**src/hdl/qsdps_pkg.sv**
```systemverilog
package qsdps_pkg;

    // Default sizes handed to the top level parameters.
    localparam int DEF_POS_WIDTH      = 32;
    localparam int DEF_GAIN_FRAC_BITS = 8;

    // Fixed field widths.
    localparam int OP_W        = 3;
    localparam int SETPOINT_W  = 32;
    localparam int ERROR_W     = 32;
    localparam int DUTY_W      = 8;
    localparam int GAIN_W      = 16;
    localparam int STEP_W      = 8;
    localparam int INTEG_W     = 9;
    localparam int BLINK_W     = 7;
    localparam int IN_DATA_W   = 40;
    localparam int OUT_DATA_W  = 48;
    localparam int CFG_INDEX_W = 3;
    localparam int CFG_DATA_W  = 16;

    // Widest position is 64 bits; products carry a 17-bit signed gain,
    // and the three-term sum needs two more bits of headroom.
    localparam int SUM_MAX_W = 64 + GAIN_W + 3;

    // Drive and integrator limit, LED blink lengths in ticks.
    localparam int OUT_LIMIT     = 253;
    localparam int OVERRUN_BLINK = 50;
    localparam int START_BLINK   = 100;

    // Register reset values.
    localparam logic [GAIN_W-1:0] PROP_GAIN_RST  = 16'd5120;
    localparam logic [GAIN_W-1:0] INTEG_GAIN_RST = 16'd102;
    localparam logic [GAIN_W-1:0] DERIV_GAIN_RST = 16'd12800;
    localparam logic [STEP_W-1:0] STEP_INC_RST   = 8'd2;

    localparam logic signed [SUM_MAX_W-1:0] LIM_POS = SUM_MAX_W'(OUT_LIMIT);
    localparam logic signed [SUM_MAX_W-1:0] LIM_NEG = -SUM_MAX_W'(OUT_LIMIT);

    typedef enum logic [OP_W-1:0] {
        OP_ENC_SAMPLE = 3'd0,
        OP_STEP       = 3'd1,
        OP_TICK       = 3'd2,
        OP_LOAD       = 3'd3,
        OP_ALIGN      = 3'd4
    } op_t;

    typedef enum logic [CFG_INDEX_W-1:0] {
        REG_PROP_GAIN  = 3'd0,
        REG_INTEG_GAIN = 3'd1,
        REG_DERIV_GAIN = 3'd2,
        REG_STEP_INC   = 3'd3,
        REG_DIR_POL    = 3'd4
    } cfg_reg_t;

    // Flags that travel with a state snapshot into the drive pipeline.
    typedef struct packed {
        logic led_on;
        logic dir_polarity;
    } snap_flags_t;

    // Divide by 2^frac truncating toward zero, then clamp to the drive limit.
    function automatic logic signed [INTEG_W-1:0] scale_clamp(
        input logic signed [SUM_MAX_W-1:0] s,
        input int unsigned                 frac
    );
        logic signed [SUM_MAX_W-1:0] bias;
        logic signed [SUM_MAX_W-1:0] q;
        bias = s[SUM_MAX_W-1] ? ((SUM_MAX_W'(1) << frac) - SUM_MAX_W'(1)) : '0;
        q = (s + bias) >>> frac;
        if (q > LIM_POS)
            q = LIM_POS;
        else if (q < LIM_NEG)
            q = LIM_NEG;
        return q[INTEG_W-1:0];
    endfunction

endpackage

```
**src/hdl/qsdps_drive.sv**
```systemverilog
module qsdps_drive #(
    parameter int POS_WIDTH      = qsdps_pkg::DEF_POS_WIDTH,
    parameter int GAIN_FRAC_BITS = qsdps_pkg::DEF_GAIN_FRAC_BITS
) (
    input  logic                                   clk,
    input  logic                                   rst_n,
    input  logic                                   in_valid,
    output logic                                   in_ready,
    input  logic signed [POS_WIDTH-1:0]            err,
    input  logic signed [POS_WIDTH-1:0]            delta,
    input  logic signed [qsdps_pkg::INTEG_W-1:0]   integ,
    input  qsdps_pkg::snap_flags_t                 flags,
    input  logic [qsdps_pkg::GAIN_W-1:0]           prop_gain,
    input  logic [qsdps_pkg::GAIN_W-1:0]           deriv_gain,
    output logic                                   out_valid,
    input  logic                                   out_ready,
    output logic [qsdps_pkg::DUTY_W-1:0]           out_duty,
    output logic                                   out_dir,
    output logic                                   out_led,
    output logic signed [qsdps_pkg::ERROR_W-1:0]   out_error
);
    import qsdps_pkg::*;

    localparam int PROD_W = POS_WIDTH + GAIN_W + 1;

    logic                          prod_valid_reg;
    logic signed [PROD_W-1:0]      prod_p_reg;
    logic signed [PROD_W-1:0]      prod_d_reg;
    logic signed [INTEG_W-1:0]     integ_reg;
    snap_flags_t                   flags_reg;
    logic signed [ERROR_W-1:0]     err_reg;

    logic                          res_valid_reg;
    logic [DUTY_W-1:0]             duty_reg;
    logic                          dir_reg;
    logic                          led_reg;
    logic signed [ERROR_W-1:0]     error_reg;

    logic                          res_free;
    logic                          prod_move;
    logic signed [GAIN_W:0]        prop_gain_s;
    logic signed [GAIN_W:0]        deriv_gain_s;
    logic signed [PROD_W-1:0]      prod_p_next;
    logic signed [PROD_W-1:0]      prod_d_next;
    logic signed [SUM_MAX_W-1:0]   sum;
    logic signed [INTEG_W-1:0]     drive;
    logic [INTEG_W-1:0]            drive_mag;

    // Handshake between the product stage and the result register.
    assign res_free  = !res_valid_reg || out_ready;
    assign prod_move = prod_valid_reg && res_free;
    assign in_ready  = !prod_valid_reg || res_free;

    // Proportional and derivative products.
    assign prop_gain_s  = $signed({1'b0, prop_gain});
    assign deriv_gain_s = $signed({1'b0, deriv_gain});
    assign prod_p_next  = PROD_W'(err) * PROD_W'(prop_gain_s);
    assign prod_d_next  = PROD_W'(delta) * PROD_W'(deriv_gain_s);

    // P + I - D, scaled and clamped; duty is the even part of the magnitude.
    assign sum = SUM_MAX_W'(prod_p_reg) + (SUM_MAX_W'(integ_reg) <<< GAIN_FRAC_BITS)
                 - SUM_MAX_W'(prod_d_reg);
    assign drive     = scale_clamp(sum, GAIN_FRAC_BITS);
    assign drive_mag = drive[INTEG_W-1] ? INTEG_W'(-drive) : INTEG_W'(drive);

    // Product stage.
    always_ff @(posedge clk or negedge rst_n)
    begin
        if (!rst_n)
        begin
            prod_valid_reg <= 1'b0;
        end
        else if (in_ready)
        begin
            prod_valid_reg <= in_valid;
        end
    end

    always_ff @(posedge clk)
    begin
        if (in_valid && in_ready)
        begin
            prod_p_reg <= prod_p_next;
            prod_d_reg <= prod_d_next;
            integ_reg  <= integ;
            flags_reg  <= flags;
            err_reg    <= ERROR_W'(err);
        end
    end

    // Result register.
    always_ff @(posedge clk or negedge rst_n)
    begin
        if (!rst_n)
        begin
            res_valid_reg <= 1'b0;
        end
        else if (res_free)
        begin
            res_valid_reg <= prod_valid_reg;
        end
    end

    always_ff @(posedge clk)
    begin
        if (prod_move)
        begin
            duty_reg  <= {drive_mag[DUTY_W-1:1], 1'b0};
            dir_reg   <= (drive > 0) ? flags_reg.dir_polarity : !flags_reg.dir_polarity;
            led_reg   <= flags_reg.led_on;
            error_reg <= err_reg;
        end
    end

    assign out_valid = res_valid_reg;
    assign out_duty  = duty_reg;
    assign out_dir   = dir_reg;
    assign out_led   = led_reg;
    assign out_error = error_reg;

endmodule

```
**config.mk**
```make
export PLATFORM = sky130hd
export DESIGN_NAME = qsdps_drive
export DESIGN_NICKNAME = d
export VERILOG_FILES = /design/src/hdl/qsdps_pkg.sv /design/src/hdl/qsdps_drive.sv
export SDC_FILE = /design/constraint.sdc
export NUM_CORES = 2
export LEC_CHECK = 0
export ABC_AREA = 1
export BUFFER_PORTS_ARGS = -buffer_cell sky130_fd_sc_hd__buf_4
export CAP_MARGIN = 20
export CORE_AREA = 2 2 319 321
export CTS_CLUSTER_SIZE = 16
export DETAILED_ROUTE_END_ITERATION = 12
export DIE_AREA = 0 0 321 323
export PLACE_DENSITY = 0.75
export SLEW_MARGIN = 30
export SYNTH_ARGS = -nofsm -noshare
export SYNTH_HDL_FRONTEND = slang
export SYNTH_SLANG_ARGS = --single-unit
```
**constraint.sdc**
```tcl
create_clock -name clk -period 6 [get_ports clk]
set_input_delay 0.6 -clock clk [delete_from_list [all_inputs] [get_ports clk]]
set_output_delay 0.6 -clock clk [all_outputs]
set_load 0.05 [all_outputs]
```
==> metrics.md <==
| Metric | Value |
|---|---|
| Via count | `41300` |
| Largest net degree at the start of global routing | `68` |
| CP Capture Type | `flip-flop` |
| Starting Density | `49.4%` |
| Max Cap Violations | `0` |
| HPWL after DPL | `116000 um` |
| Max Fanout on Critical Path | `7` |
| Max-slew headroom | `45.8%` |
| Critical Path Most Common Cell | `fa_1` |
| Final Core Density | `57.5%` |
| Met3 Usage GRT | `3.74%` |
| Avg Cell Area, Syn | `7.82 um2` |
| Critical R2R Launch | `integ_reg[8]` |
| Design Area, Final | `57900 um2` |
| CP top delay family | `adder cells` |
| Total track usage | `26.8%` |
| DR vias/cell | `5.07` |
| CTS buffer count | `17` |
| Post-Place Setup Slack | `-635 ps` |
| Nets@finish | `8246` |
| Clk_lat worst skew | `520 ps` |
| Async S/R FF share, synth | `1.09%` |
| Seq/Total Area, Yosys | `11.1%` |
| Pre-antenna DRT Iters | `6` |
| Synth Register Bits | `184` |
| Met1 global-route usage | `34.0%` |
| Clk root buf | `clkbuf_16` |
| Share of layout cells above drive strength 1 | `14.7%` |
| Max Freq | `0.169 GHz` |
| Final hold viol count | `0` |
| Synth top area cells | `fa_1 41%, inv_1 14%, nand2_1 13%` |
| Crit. Startpoint | `prop_gain[5]` |
| Final min period | `5920 ps` |
| Worst endpoint required time | `6280 ps` |
| Grt met2 use | `45.9%` |
| Number of port buffers | `153` |
| First-pass GRT wire length | `218000 um` |
| Top-area cell type share of the netlist area | `41.1%` |
| CP max stage delay | `570 ps` |
| Hold slack | `258 ps` |
| Die Y | `323 um` |
| Crit path capture | `prod_p_reg[41]` |
| Post-Syn Area | `49700 um2` |
| Final Slew Violations | `0` |
| Synth Flop Type | `edfxtp_1` |
| Crit path depth | `32` |
| RSZ-0062 raised after global routing | `true` |
| Setup CP Type | `input port to flip-flop` |
| Die area | `104000 um2` |
| FF-to-FF path depth | `35` |
| Synth Net Count | `7785` |
| GRT Max-Usage Layer | `met2` |
| Max clock buf depth | `2` |
| Buf/Inv on CP | `6` |
| Layout area overhead | `16.4%` |
| Setup ws final | `76.4 ps` |
| R2R Path End | `out_duty[6]` |
| Die X | `321 um` |
| Worst setup SP type | `input port` |
| Vias in the first global route | `43200` |
| CTS tree | `yes` |
| Mean routed wirelength per cell | `16.8 um` |
| DR DRC count | `0` |
| Yosys warns | `0` |
| Area after DPL | `55600 um2` |
| Slowest cell on crit path | `fa_1` |
| GP Congestion | `0.981` |
| CTS clk-pin slew, worst paths | `90 ps` |
| Initial antenna violation count | `1` |
| H-tree depth | `4` |
| Netlist cell types | `47` |
| Post-route antenna net violation count | `0` |
| Row cnt | `117` |
| Most frequent cells after synthesis | `1884 x inv_1, 1776 x nand2_1, 1020 x fa_1` |
| Worst EP arrival | `6200 ps` |
| N_diodes | `0` |
| DRT Wirelength | `137000 um` |
| Worst Hold Class | `input port to flip-flop` |
| Top-count cell post-synth | `inv_1` |
| Setup violators final | `0` |
| Max Clock Skew | `21.5 ps` |
| CTS sink cnt | `184` |
| Gr ovfl total | `0` |
| Synth area leader | `fa_1` |
| Final cycle utilization of the critical path | `98.7%` |
| Post-synth EDFFs | `182` |
| Tightest Pin Transition | `802 ps` |
| DRT iter0 DRCs | `2778` |
| Slack of the worst reg-to-reg path | `260 ps` |
| Run status | `finished, final reports clean` |
| IO Pins | `155` |
| FILL cells | `8862` |
| Core ar. | `101000 um2` |
| Post-Synthesis Cells | `6361` |
## worst min path at each step
stage	from	to	slack, ps	depth (start not counted)
final	flags[1]	flags_reg[1]	260	1
after global routing	flags[1]	flags_reg[1]	250	1
after CTS	flags[1]	flags_reg[1]	230	1
after detailed placement	rst_n	prod_valid_reg	380	1
after global placement	rst_n	prod_valid_reg	380	1
after floorplan	rst_n	out_valid	300	0
## layout by cell type (no fill, tap or decap), drive strengths merged, types with 2 or more instances in the layout
cell type  Yosys  layout
a31oi         29      29
nand3        162     162
and3           2       2
inv         1905    1912
fa          1020    1020
nor3          28      28
o31ai          4       4
edfxtp       182     182
clkinv         3      11
nand2       1797    1800
clkbuf       224      21
a21oi        160     160
nor2         254     254
o21bai        14      14
buf            4     662
a211oi         5       5
nor3b          2       2
nand4         52      52
nand3b        12      12
a21o           5       5
o221ai         8       8
o21ai         47      47
dfrtp          2       2
xor2          80      80
o221a          2       2
o21a           9       9
ha           293     293
xnor2         41      41
o211ai         9       9
## what timing repair did
action                     4_1_cts  5_1_grt
hold buffers                     1        0
resized for setup                9      307
gates cloned                     0        8
buffers inserted                 7       33
hold endpoints to repair         2        0
pin swaps                        4      124
setup endpoints to repair       14       41
## metal layers
layer  routed length, um  vias to the layer above
met4                6490                        2
met5                  16                        -
li1                    -                    19100
met1               54100                    20300
met3                8920                      394
met2               67000                     1446
## area by class of cell
class                           count  area, um2  share of cell area, %
Clock buffer                       17        425                  0.735
Clock inverter                     15        158                  0.272
Inverter                         1908       7170                   12.4
Multi-Input combinational cell   4044      37300                   64.5
Sequential cell                   184       5520                   9.53
Tap cell                         1309       1640                   2.83
Timing Repair Buffer              667       5620                   9.71
## kinds of logic (layout without fill, tap and decap cells)
| group | Yosys count | count (layout) | share of synthesized area, % |
|---|---|---|---|
| compound gates | 294 | 294 | 3.38 |
| fa+ha+maj | 1313 | 1313 | 48.4 |
| xor+xnor | 121 | 121 | 2.15 |
| other cells | 1 | 1 | 0.00754 |
| buf+inv | 2136 | 2607 | 16.2 |
| simple gates | 2312 | 2315 | 18.8 |
| flops | 184 | 184 | 11.1 |
## metrics by stage
stage / cells / TNS, ps
global placement: 8064 / -13500
CTS: 8104 / 0
detailed placement: 8064 / -17270
global route: 8144 / -1800
floorplan: 6361 / -3580
finish: 8144 / 0
Power is not shown: default switching activity piles up to over one toggle a cycle in this logic, so the estimate is an artifact.
